**src/rtl/core/jsu_pkg.sv**
```systemverilog
package jsu_pkg;

    // Result kinds
    localparam logic [2:0] KIND_RAW     = 3'd0;
    localparam logic [2:0] KIND_CP      = 3'd1;
    localparam logic [2:0] KIND_END     = 3'd2;
    localparam logic [2:0] KIND_UNTERM  = 3'd3;
    localparam logic [2:0] KIND_BADHEX  = 3'd4;

    // Characters and surrogate ranges
    localparam logic [7:0]  CHAR_QUOTE     = 8'h22;
    localparam logic [7:0]  CHAR_BACKSLASH = 8'h5c;
    localparam logic [7:0]  CHAR_N         = 8'h6e;
    localparam logic [7:0]  CHAR_T         = 8'h74;
    localparam logic [7:0]  CHAR_U         = 8'h75;
    localparam logic [15:0] HIGH_FIRST     = 16'hd800;
    localparam logic [15:0] HIGH_LAST      = 16'hdbff;
    localparam logic [15:0] LOW_FIRST      = 16'hdc00;
    localparam logic [15:0] LOW_LAST       = 16'hdfff;
    localparam logic [20:0] SUPP_BASE      = 21'h10000;

    // Parser mode
    typedef enum logic [3:0] {
        M_NORMAL   = 4'd0,
        M_ESC      = 4'd1,
        M_HEX1_0   = 4'd2,
        M_HEX1_1   = 4'd3,
        M_HEX1_2   = 4'd4,
        M_HEX1_3   = 4'd5,
        M_HELD     = 4'd6,
        M_HELD_ESC = 4'd7,
        M_HEX2_0   = 4'd8,
        M_HEX2_1   = 4'd9,
        M_HEX2_2   = 4'd10,
        M_HEX2_3   = 4'd11
    } mode_t;

    // One result beat
    typedef struct packed {
        logic [2:0]  kind;
        logic [20:0] value;
        logic        last;
    } res_t;

    typedef struct packed {
        logic       ok;
        logic [3:0] digit;
    } hex_t;

    function automatic hex_t hex_decode(input logic [7:0] c);
        hex_t h;
        h.ok    = 1'b1;
        h.digit = 4'd0;
        if (c >= 8'h30 && c <= 8'h39) begin
            h.digit = 4'(c - 8'h30);
        end else if (c >= 8'h61 && c <= 8'h66) begin
            h.digit = 4'(c - 8'h57);
        end else if (c >= 8'h41 && c <= 8'h46) begin
            h.digit = 4'(c - 8'h37);
        end else begin
            h.ok = 1'b0;
        end
        return h;
    endfunction

    // Escape other than \u: n and t map to control codes, rest pass literally
    function automatic res_t plain_escape(input logic [7:0] c);
        res_t r;
        r.last = 1'b0;
        if (c == CHAR_N) begin
            r.kind  = KIND_CP;
            r.value = 21'd10;
        end else if (c == CHAR_T) begin
            r.kind  = KIND_CP;
            r.value = 21'd9;
        end else begin
            r.kind  = KIND_RAW;
            r.value = {13'd0, c};
        end
        return r;
    endfunction

    function automatic res_t make_res(input logic [2:0] kind, input logic [20:0] value);
        res_t r;
        r.kind  = kind;
        r.value = value;
        r.last  = 1'b0;
        return r;
    endfunction

endpackage

```
**src/rtl/core/json_string_unescape.sv**
```systemverilog
// JSON string unescaper. Feed the string body one byte per beat, starting after
// the opening quote, with first_byte set on the first byte of each string. Each
// byte yields zero, one or two result beats (raw byte, escaped code point, end,
// unterminated, bad hex); last_of_run marks the final beat of a byte. A held
// high surrogate is merged with a following low-surrogate \u escape. One input
// byte is taken per clock while the output is ready, and results drain at one per
// clock; a byte that yields two results occupies the two-entry result buffer and
// stalls the input until the first of them is taken. After an error or end of
// string, bytes are dropped until the next first_byte.
module json_string_unescape
    import jsu_pkg::*;
(
    input  logic        aclk,
    input  logic        aresetn,
    input  logic        s_valid,
    output logic        s_ready,
    input  logic [7:0]  s_data_byte,
    input  logic        s_first_byte,
    input  logic        s_final_byte,
    output logic        m_valid,
    input  logic        m_ready,
    output logic [2:0]  m_kind,
    output logic [20:0] m_value,
    output logic        m_last_of_run
);

    mode_t       mode_reg, mode_next;
    logic [15:0] acc1_reg, acc1_next;
    logic [15:0] held_reg, held_next;
    logic [15:0] acc2_reg, acc2_next;
    logic        halted_reg, halted_next;

    res_t        slot0_reg, slot0_next;
    res_t        slot1_reg, slot1_next;
    logic        slot0_valid_reg, slot0_valid_next;
    logic        slot1_valid_reg, slot1_valid_next;

    mode_t       mode_cur;
    logic [15:0] acc1_cur, held_cur, acc2_cur;
    logic        halted_cur;
    logic [1:0]  num_res;
    res_t        res0, res1;
    hex_t        hex;
    logic [15:0] acc1_new, acc2_new;
    logic        s_fire;

    assign s_ready = !slot1_valid_reg && (!slot0_valid_reg || m_ready);
    assign s_fire  = s_valid && s_ready;

    // Effective state: a first byte starts from a cleared, unhalted state
    always_comb begin
        mode_cur   = s_first_byte ? M_NORMAL : mode_reg;
        acc1_cur   = s_first_byte ? 16'd0 : acc1_reg;
        held_cur   = s_first_byte ? 16'd0 : held_reg;
        acc2_cur   = s_first_byte ? 16'd0 : acc2_reg;
        halted_cur = s_first_byte ? 1'b0 : halted_reg;
    end

    assign hex      = hex_decode(s_data_byte);
    assign acc1_new = {acc1_cur[11:0], hex.digit};
    assign acc2_new = {acc2_cur[11:0], hex.digit};

    // Decode one byte into next state and up to two results
    always_comb begin
        mode_next   = mode_cur;
        acc1_next   = acc1_cur;
        held_next   = held_cur;
        acc2_next   = acc2_cur;
        halted_next = halted_cur;
        num_res     = 2'd0;
        res0        = make_res(KIND_RAW, 21'd0);
        res1        = make_res(KIND_RAW, 21'd0);
        if (!halted_cur) begin
            if (s_final_byte && !(s_data_byte == CHAR_QUOTE
                                  && (mode_cur == M_NORMAL || mode_cur == M_HELD))) begin
                res0        = make_res(KIND_UNTERM, 21'd0);
                num_res     = 2'd1;
                halted_next = 1'b1;
                mode_next   = M_NORMAL;
            end else begin
                case (mode_cur)
                    M_NORMAL: begin
                        if (s_data_byte == CHAR_QUOTE) begin
                            res0        = make_res(KIND_END, 21'd0);
                            num_res     = 2'd1;
                            halted_next = 1'b1;
                        end else if (s_data_byte == CHAR_BACKSLASH) begin
                            mode_next = M_ESC;
                        end else begin
                            res0    = make_res(KIND_RAW, {13'd0, s_data_byte});
                            num_res = 2'd1;
                        end
                    end
                    M_ESC: begin
                        if (s_data_byte == CHAR_U) begin
                            acc1_next = 16'd0;
                            mode_next = M_HEX1_0;
                        end else begin
                            res0      = plain_escape(s_data_byte);
                            num_res   = 2'd1;
                            mode_next = M_NORMAL;
                        end
                    end
                    M_HEX1_0, M_HEX1_1, M_HEX1_2, M_HEX1_3: begin
                        if (!hex.ok) begin
                            res0        = make_res(KIND_BADHEX, 21'd0);
                            num_res     = 2'd1;
                            halted_next = 1'b1;
                            mode_next   = M_NORMAL;
                        end else begin
                            acc1_next = acc1_new;
                            if (mode_cur == M_HEX1_3) begin
                                if (acc1_new >= HIGH_FIRST && acc1_new <= HIGH_LAST) begin
                                    held_next = acc1_new;
                                    mode_next = M_HELD;
                                end else begin
                                    res0      = make_res(KIND_CP, {5'd0, acc1_new});
                                    num_res   = 2'd1;
                                    mode_next = M_NORMAL;
                                end
                            end else begin
                                mode_next = mode_t'(4'(mode_cur + 4'd1));
                            end
                        end
                    end
                    M_HELD: begin
                        if (s_data_byte == CHAR_BACKSLASH) begin
                            mode_next = M_HELD_ESC;
                        end else begin
                            res0    = make_res(KIND_CP, {5'd0, held_cur});
                            num_res = 2'd2;
                            if (s_data_byte == CHAR_QUOTE) begin
                                res1        = make_res(KIND_END, 21'd0);
                                halted_next = 1'b1;
                            end else begin
                                res1 = make_res(KIND_RAW, {13'd0, s_data_byte});
                            end
                            mode_next = M_NORMAL;
                        end
                    end
                    M_HELD_ESC: begin
                        if (s_data_byte == CHAR_U) begin
                            acc2_next = 16'd0;
                            mode_next = M_HEX2_0;
                        end else begin
                            res0      = make_res(KIND_CP, {5'd0, held_cur});
                            res1      = plain_escape(s_data_byte);
                            num_res   = 2'd2;
                            mode_next = M_NORMAL;
                        end
                    end
                    M_HEX2_0, M_HEX2_1, M_HEX2_2, M_HEX2_3: begin
                        if (!hex.ok) begin
                            res0        = make_res(KIND_CP, {5'd0, held_cur});
                            res1        = make_res(KIND_BADHEX, 21'd0);
                            num_res     = 2'd2;
                            halted_next = 1'b1;
                            mode_next   = M_NORMAL;
                        end else begin
                            acc2_next = acc2_new;
                            if (mode_cur == M_HEX2_3) begin
                                if (acc2_new >= LOW_FIRST && acc2_new <= LOW_LAST) begin
                                    // merge surrogate pair
                                    res0 = make_res(KIND_CP,
                                        SUPP_BASE + {1'b0, held_cur[9:0], acc2_new[9:0]});
                                    num_res   = 2'd1;
                                    mode_next = M_NORMAL;
                                end else begin
                                    res0 = make_res(KIND_CP, {5'd0, held_cur});
                                    if (acc2_new >= HIGH_FIRST && acc2_new <= HIGH_LAST) begin
                                        held_next = acc2_new;
                                        num_res   = 2'd1;
                                        mode_next = M_HELD;
                                    end else begin
                                        res1      = make_res(KIND_CP, {5'd0, acc2_new});
                                        num_res   = 2'd2;
                                        mode_next = M_NORMAL;
                                    end
                                end
                            end else begin
                                mode_next = mode_t'(4'(mode_cur + 4'd1));
                            end
                        end
                    end
                    default: begin
                        mode_next = M_NORMAL;
                    end
                endcase
            end
        end
        res0.last = (num_res == 2'd1);
        res1.last = 1'b1;
    end

    // Result buffer: slot0 drives the output, slot1 holds a second result
    always_comb begin
        slot0_next       = slot0_reg;
        slot1_next       = slot1_reg;
        slot0_valid_next = slot0_valid_reg;
        slot1_valid_next = slot1_valid_reg;
        if (s_fire) begin
            slot0_next       = res0;
            slot1_next       = res1;
            slot0_valid_next = (num_res != 2'd0);
            slot1_valid_next = (num_res == 2'd2);
        end else if (slot0_valid_reg && m_ready) begin
            slot0_next       = slot1_reg;
            slot0_valid_next = slot1_valid_reg;
            slot1_valid_next = 1'b0;
        end
    end

    // Parser state
    always_ff @(posedge aclk) begin
        if (!aresetn) begin
            mode_reg   <= M_NORMAL;
            acc1_reg   <= 16'd0;
            held_reg   <= 16'd0;
            acc2_reg   <= 16'd0;
            halted_reg <= 1'b1;
        end else if (s_fire) begin
            mode_reg   <= mode_next;
            acc1_reg   <= acc1_next;
            held_reg   <= held_next;
            acc2_reg   <= acc2_next;
            halted_reg <= halted_next;
        end
    end

    // Result buffer valids
    always_ff @(posedge aclk) begin
        if (!aresetn) begin
            slot0_valid_reg <= 1'b0;
            slot1_valid_reg <= 1'b0;
        end else begin
            slot0_valid_reg <= slot0_valid_next;
            slot1_valid_reg <= slot1_valid_next;
        end
    end

    // Result buffer payload
    always_ff @(posedge aclk) begin
        slot0_reg <= slot0_next;
        slot1_reg <= slot1_next;
    end

    assign m_valid       = slot0_valid_reg;
    assign m_kind        = slot0_reg.kind;
    assign m_value       = slot0_reg.value;
    assign m_last_of_run = slot0_reg.last;

endmodule
```
**config.mk**
```make
export PLATFORM = sky130hd
export DESIGN_NAME = json_string_unescape
export DESIGN_NICKNAME = d
export VERILOG_FILES = /design/src/rtl/core/jsu_pkg.sv /design/src/rtl/core/json_string_unescape.sv
export SDC_FILE = /design/constraint.sdc
export NUM_CORES = 1
export LEC_CHECK = 0
export BUFFER_PORTS_ARGS = -buffer_cell sky130_fd_sc_hd__buf_2
export CORE_MARGIN = 2
export CORE_UTILIZATION = 35
export CTS_CLUSTER_SIZE = 24
export DETAILED_ROUTE_END_ITERATION = 16
export PLACE_DENSITY = 0.52
export SLEW_MARGIN = 10
export SYNTH_ARGS = -nofsm -noshare
export SYNTH_HDL_FRONTEND = slang
export SYNTH_SLANG_ARGS = --single-unit
```
**constraint.sdc**
```tcl
create_clock -name aclk -period 5.93 [get_ports aclk]
set_input_delay 0.2965 -clock aclk [delete_from_list [all_inputs] [get_ports aclk]]
set_output_delay 0.2965 -clock aclk [all_outputs]
set_load 0.02 [all_outputs]
```
Yosys cells after proc, flatten, opt, wreduce, memory -nomap -nowiden
Index checks and enable logic that the tools add are counted.
{ "word_totals": {"elab_cells": 166, "out_inout_bits": 27, "ff_bits": 104, "inputBits": 14} }
{ "classes": {"magnitude_cmp": 12, "reduce_logical": 23, "add_sub_neg": 5, "n_mux": 96, "n_eq_ne": 18} }
{ "op_table": {"columns": ["operator", "count"], "rows": [
  ["two-way mux 16 bit", 20],
  ["two-way mux 23 bit", 9],
  ["two-way mux 25 bit", 7],
  ["case mux 25 bit (6 select lines)", 1],
  ["two-way mux 24 bit", 4],
  ["case mux 16 bit (2 select lines)", 3],
  ["case mux 25 bit (3 select lines)", 1],
  ["two-way mux 4 bit", 13],
  [">= comparator 16 bit (second input constant)", 3],
  ["less-or-equal comparator 16 bit (second input constant)", 3],
  ["two-way mux 22 bit", 2],
  ["equality test 8 x 7 -> 1 bit (second input constant)", 4],
  ["case mux 4 bit (6 select lines)", 1],
  ["adder 17 x 20 -> 21 bit (first input constant)", 1],
  ["two-way mux 1 bit", 19],
  ["two-way mux 2 bit", 9],
  ["equality test 4 x 3 -> 1 bit (second input constant)", 4],
  ["equality test 4 bit (second input constant)", 4],
  [">= comparator 8 x 7 -> 1 bit (second input constant)", 2],
  ["less-or-equal comparator 8 x 7 -> 1 bit (second input constant)", 2],
  ["two-way mux 3 bit", 4],
  ["case mux 2 bit (6 select lines)", 1],
  ["logical AND 1 bit", 11],
  ["two-way mux 9 bit", 1],
  ["18 further kinds", 25]
]} }

Longest topological paths before layout
{ "logic_depth": {"ltp_word": 16, "depth_mapped": 14, "depth_no_buf": 10} }

Least setup slack after synthesis
OpenSTA, ideal clock, no wires.
{ "synth_path": {"path_kind": "input port to flip-flop", "from": "input port s_first_byte", "to": "register slot0_reg, in the netlist m_value[9], data pin", "setup_time_ns": 0.261, "path_buffers": 3, "required_ns": 5.669, "stages": 13, "arrival_ns": 2.995, "setup_slack_ns": 2.674, "path_cell_list": "buf_4 -> clkbuf_1 -> inv_1 -> nand2_1 -> inv_1 -> ha_1 -> buf_4 -> or4_1 -> nand2_2 -> a21oi_1 -> a211o_1 -> and2_1 -> a221o_1"} }
{ "synth_lines": {"columns": ["element", "line_no", "rtl"], "rows": [
  ["start, declared", "json_string_unescape.sv:18", "input logic s_first_byte,"],
  ["end signal, assigned", "json_string_unescape.sv:243", "slot0_reg <= slot0_next;"],
  ["end, declared", "json_string_unescape.sv:33", "res_t slot0_reg, slot0_next;"]
]} }

Worst setup path after layout
{ "layout_path": {"from": "input port s_first_byte", "to": "register slot1_valid_reg"} }
{ "layout_via": {"elab_chain_cells": 12, "word_cells_on_any_way": 43, "cone_classes": "6 x order compare; 12 x eq/ne; 15 x mux; 10 x reduce/logical"} }
{ "layout_lines": {"columns": ["element", "line_no", "rtl"], "rows": [
  ["two-way mux 16 bit", "json_string_unescape.sv:55", "acc2_cur = s_first_byte ? 16'd0 : acc2_reg;"],
  [">= comparator 16 bit or less-or-equal comparator 16 bit (tied branches)", "json_string_unescape.sv:170", "if (acc2_new >= HIGH_FIRST && acc2_new <= HIGH_LAST) begin"],
  ["logical AND 1 bit", "json_string_unescape.sv:170", null],
  ["two-way mux 2 bit", "json_string_unescape.sv:170", null],
  ["two-way mux 2 bit", "json_string_unescape.sv:162", "if (acc2_new >= LOW_FIRST && acc2_new <= LOW_LAST) begin"],
  ["two-way mux 2 bit", "json_string_unescape.sv:161", "if (mode_cur == M_HEX2_3) begin"],
  ["two-way mux 2 bit", "json_string_unescape.sv:153", "if (!hex.ok) begin"],
  ["case mux 2 bit (6 select lines)", "json_string_unescape.sv:81", "case (mode_cur)"],
  ["two-way mux 2 bit", "json_string_unescape.sv:74", "if (s_final_byte && !(s_data_byte == CHAR_QUOTE"],
  ["two-way mux 2 bit (*)", "json_string_unescape.sv:73", "if (!halted_cur) begin"],
  ["equality test 2 bit (*)", "json_string_unescape.sv:205", "slot1_valid_next = (num_res == 2'd2);"],
  ["two-way mux 1 bit (*)", "json_string_unescape.sv:201", "if (s_fire) begin"],
  ["end signal, assigned", "json_string_unescape.sv:237", "slot1_valid_reg <= slot1_valid_next;"],
  ["end, declared", "json_string_unescape.sv:36", "logic slot1_valid_reg, slot1_valid_next;"]
]} }
Every way passes the cells marked *; elsewhere a longest branch is shown, timed or not.
A chain may end at the register's enable or synchronous reset.

==> flow_summary.json <==
{
  "setup_viol": 0,
  "final_common_cell": "nand2_1",
  "wire_per_inst_um": 23.10,
  "cp_max_fo": 34,
  "crit_path_end": "slot1_valid_reg",
  "crit_chain": "buf_2 -> inv_1 -> nand2_1 -> inv_1 -> ha_1 -> or4_1 -> a21oi_1 -> nand4_1 -> nand2_1 -> a21oi_1 -> a31o_2",
  "grt_max_degree": 37,
  "swShare_pct": 28.35,
  "synth_xor_area_share_pct": 0.7915,
  "drc": 0,
  "path_clk_slew_ns": 0.08,
  "rr_endpoint": "m_last_of_run",
  "cap_viol_max_count": 0,
  "dp.cells": 815,
  "cts.sinks": 91,
  "fmax_mhz": 251.4,
  "postCtsSetupRepairBufs": 0,
  "drt_first_pass_iters": 5,
  "yosysSeqAreaShare_pct": 40.89,
  "antenna_found_initial": 0,
  "hp-class": "in2reg",
  "yosys_warnings": 0,
  "p_int_w": 0.001075,
  "rsz0062_at_grt": "no",
  "n_antenna_cell": 0,
  "fp-row-count": 45,
  "clock-skew-final_ns": 0.01548,
  "ys_async_sr_fraction_pct": 0,
  "fin_cells": 831,
  "synth.distinct_cells": 92,
  "cts-root-buf": "clkbuf_16",
  "fin_setup_tns_ns": 0,
  "slew_headroom_pct": 33.26,
  "path_class": "in2reg",
  "cts_hold_buf": 0,
  "start_kind": "input port",
  "hold_viol_final": 0,
  "post_synth_and_or_nand_nor_area_fraction_pct": 24.08,
  "cts_tree": "yes",
  "clock_latency_ns": 0.36,
  "synth_top_family_by_area": "compound AO/OA/AOI/OAI gates",
  "slowest_stage": "or4_1",
  "reg2reg_depth": 9,
  "place_hpwl_um": 13750,
  "viasPerCell": 6.221,
  "numCtsBuffers": 9,
  "synth_compound_gate_area_share_pct": 26.39,
  "crit_path_end_kind": "flip-flop",
  "core_um2": 15310,
  "gr-total-overflow": 0,
  "dieArea_um2": 16830,
  "outcome": "finished, final reports clean",
  "worst_pin_slew_ns": 1.001,
  "p_sw_w": 0.0004254,
  "grt_pass1_wl_um": 29530,
  "power_frac_clock_pct": 39.8,
  "drive_above_1_share_pct": 15.32,
  "largest_register_ffs": 21,
  "synth_mux_area_share_pct": 1.651,
  "wl_um": 19200,
  "cp.arrival_ns": 4.23,
  "start_util_pct": 36.13,
  "syn_nets": 618,
  "ys_seq_elements": 91,
  "vias": 5170,
  "synthAdderAreaFrac_pct": 2.035,
  "synth_edf_count": 44,
  "seq_power_share_pct": 46.5,
  "r2r_slack_ns": 2.54,
  "critPathMaxStageDelay_ns": 0.62,
  "grt_pass1_vias": 4943,
  "syn_to_final_growth_pct": 10.95,
  "chipWidth_um": 129.7,
  "final_cell_mix": "61 x nand2_1, 47 x dfxtp_1, 44 x edfxtp_1",
  "critPathLaunch": "s_first_byte",
  "drt_iter0_markers": 574,
  "place_congestion": 0.8990,
  "drtAntennaViolNets": 0,
  "port_buffers": 40,
  "leakagePower_nw": 2.181,
  "period_needed_ns": 3.977,
  "ys.flop_type": "dfxtp_1",
  "r2r_start": "mode_reg[0]",
  "grt_use_total_pct": 23.26,
  "fp.dieH_um": 129.7,
  "power_density_nw_per_um2": 244.5,
  "htreeDepth": 3,
  "avgSynthCellArea_um2": 9.299,
  "num_io_pins": 41,
  "required_ns": 6.18,
  "nets": 638,
  "synthCells": 595,
  "netlist_area_um2": 5533,
  "cts_resized": 0,
  "p_comb_share_pct": 13.8,
  "drv_slew": 0,
  "fin_crit_sh_pct": 67.07,
  "vdd_drop_max_v": 0.0001416,
  "clk_path_buf_depth": 2
}
## kinds of logic (layout without fill, tap and decap cells)
| group | count (synthesis) | after routing |
|---|---|---|
| XOR/XNOR | 5 | 5 |
| multiplexers | 9 | 9 |
| buffers and inverters | 46 | 71 |
| adder cells (fa/ha/maj) | 9 | 9 |
| flip-flops | 91 | 91 |
| AO/OA/AOI/OAI | 199 | 199 |
| AND/OR/NAND/NOR | 236 | 236 |
## metal layers
layer	wire length (um)	GRT usage [%]	vias up
li1	-	-	2335
met1	8359	31.93	2494
met2	8612	35.42	290
met3	1503	3.854	51
met4	719	11.83	0
met5	0	0	-
## area by class of cell
| class | count | area [um^2] |
|---|---|---|
| fillers | 1559 | 9176 |
| multi-input cells | 458 | 3040 |
| flip-flops and latches | 91 | 2262 |
| well taps | 211 | 264.0 |
| repair buffers | 44 | 230.2 |
| clock buffers | 9 | 225.2 |
| clock inverters | 7 | 75.07 |
| inverters | 11 | 41.29 |
## Yosys cell counts (5+ instances only)
| cell type | number | share of area, % |
|---|---|---|
| nand2_1 | 61 | 4.1 |
| dfxtp_1 | 47 | 17 |
| edfxtp_1 | 44 | 24 |
| o21ai_0 | 43 | 3.9 |
| a21oi_1 | 39 | 3.5 |
| nor2_1 | 37 | 2.5 |
| nand3_1 | 22 | 2.0 |
| clkbuf_1 | 20 | 1.4 |
| nor3_1 | 20 | 1.8 |
| a22o_1 | 16 | 2.5 |
| a22oi_1 | 16 | 2.2 |
| and3_1 | 14 | 1.6 |
| nor2b_1 | 14 | 1.6 |
| inv_1 | 10 | 0.68 |
| a221oi_1 | 9 | 1.4 |
| ha_1 | 9 | 2.0 |
| mux2i_1 | 8 | 1.4 |
| nand2b_1 | 8 | 0.90 |
| a221o_1 | 7 | 1.3 |
| o2bb2ai_1 | 7 | 1.1 |
| nand4_1 | 6 | 0.68 |
| o211ai_1 | 5 | 0.68 |
| o21bai_1 | 5 | 0.68 |
## critical path, delay by kind of cell
| family | cells | cell delay [ns] |
|---|---|---|
| compound gates | 3 | 0.79 |
| fa+ha+maj | 1 | 0.36 |
| buf+inv | 3 | 1.15 |
| simple gates | 4 | 1.60 |
## worst min-delay path by stage
stage	start	end	slack, ns	cells after the start
finish	aresetn	halted_reg	0.33	2
global route	aresetn	halted_reg	0.34	2
CTS	aresetn	halted_reg	0.31	2
detailed placement	held_reg[12]	held_reg[12]	0.46	1
global placement	acc1_reg[3]	acc1_reg[3]	0.46	1
floorplan	held_reg[12]	held_reg[12]	0.43	1
## power groups by stage
stage	Clock (W)	Combinational, W	Sequential (W)
5_1_grt	0.000627	0.000222	0.000700
2_1_floorplan	0	0.000120	0.000727
6_report	0.000597	0.000207	0.000697
3_3_place_gp	0	0.000204	0.000711
4_1_cts	0.000602	0.000204	0.000697
3_5_place_dp	0	0.000204	0.000711
## stage by stage
| stage | power, W | hold slack (ns) | worst slack (ns) | area, um^2 | utilization (%) |
|---|---|---|---|---|---|
| 2_1_floorplan | 0.0008473 | 0.4279 | 2.674 | 5533 | - |
| 3_3_place_gp | 0.0009150 | 0.4608 | 1.770 | 5838 | 38.12 |
| 3_5_place_dp | 0.0009149 | 0.4587 | 1.677 | 5838 | 38.12 |
| 4_1_cts | 0.001504 | 0.3082 | 2.044 | 6138 | 40.08 |
| 5_1_grt | 0.001549 | 0.3444 | 1.729 | 6138 | 40.08 |
| 6_report | 0.001501 | 0.3280 | 1.953 | 6138 | 40.08 |
No activity file was read; power rests on OpenSTA's default activity.
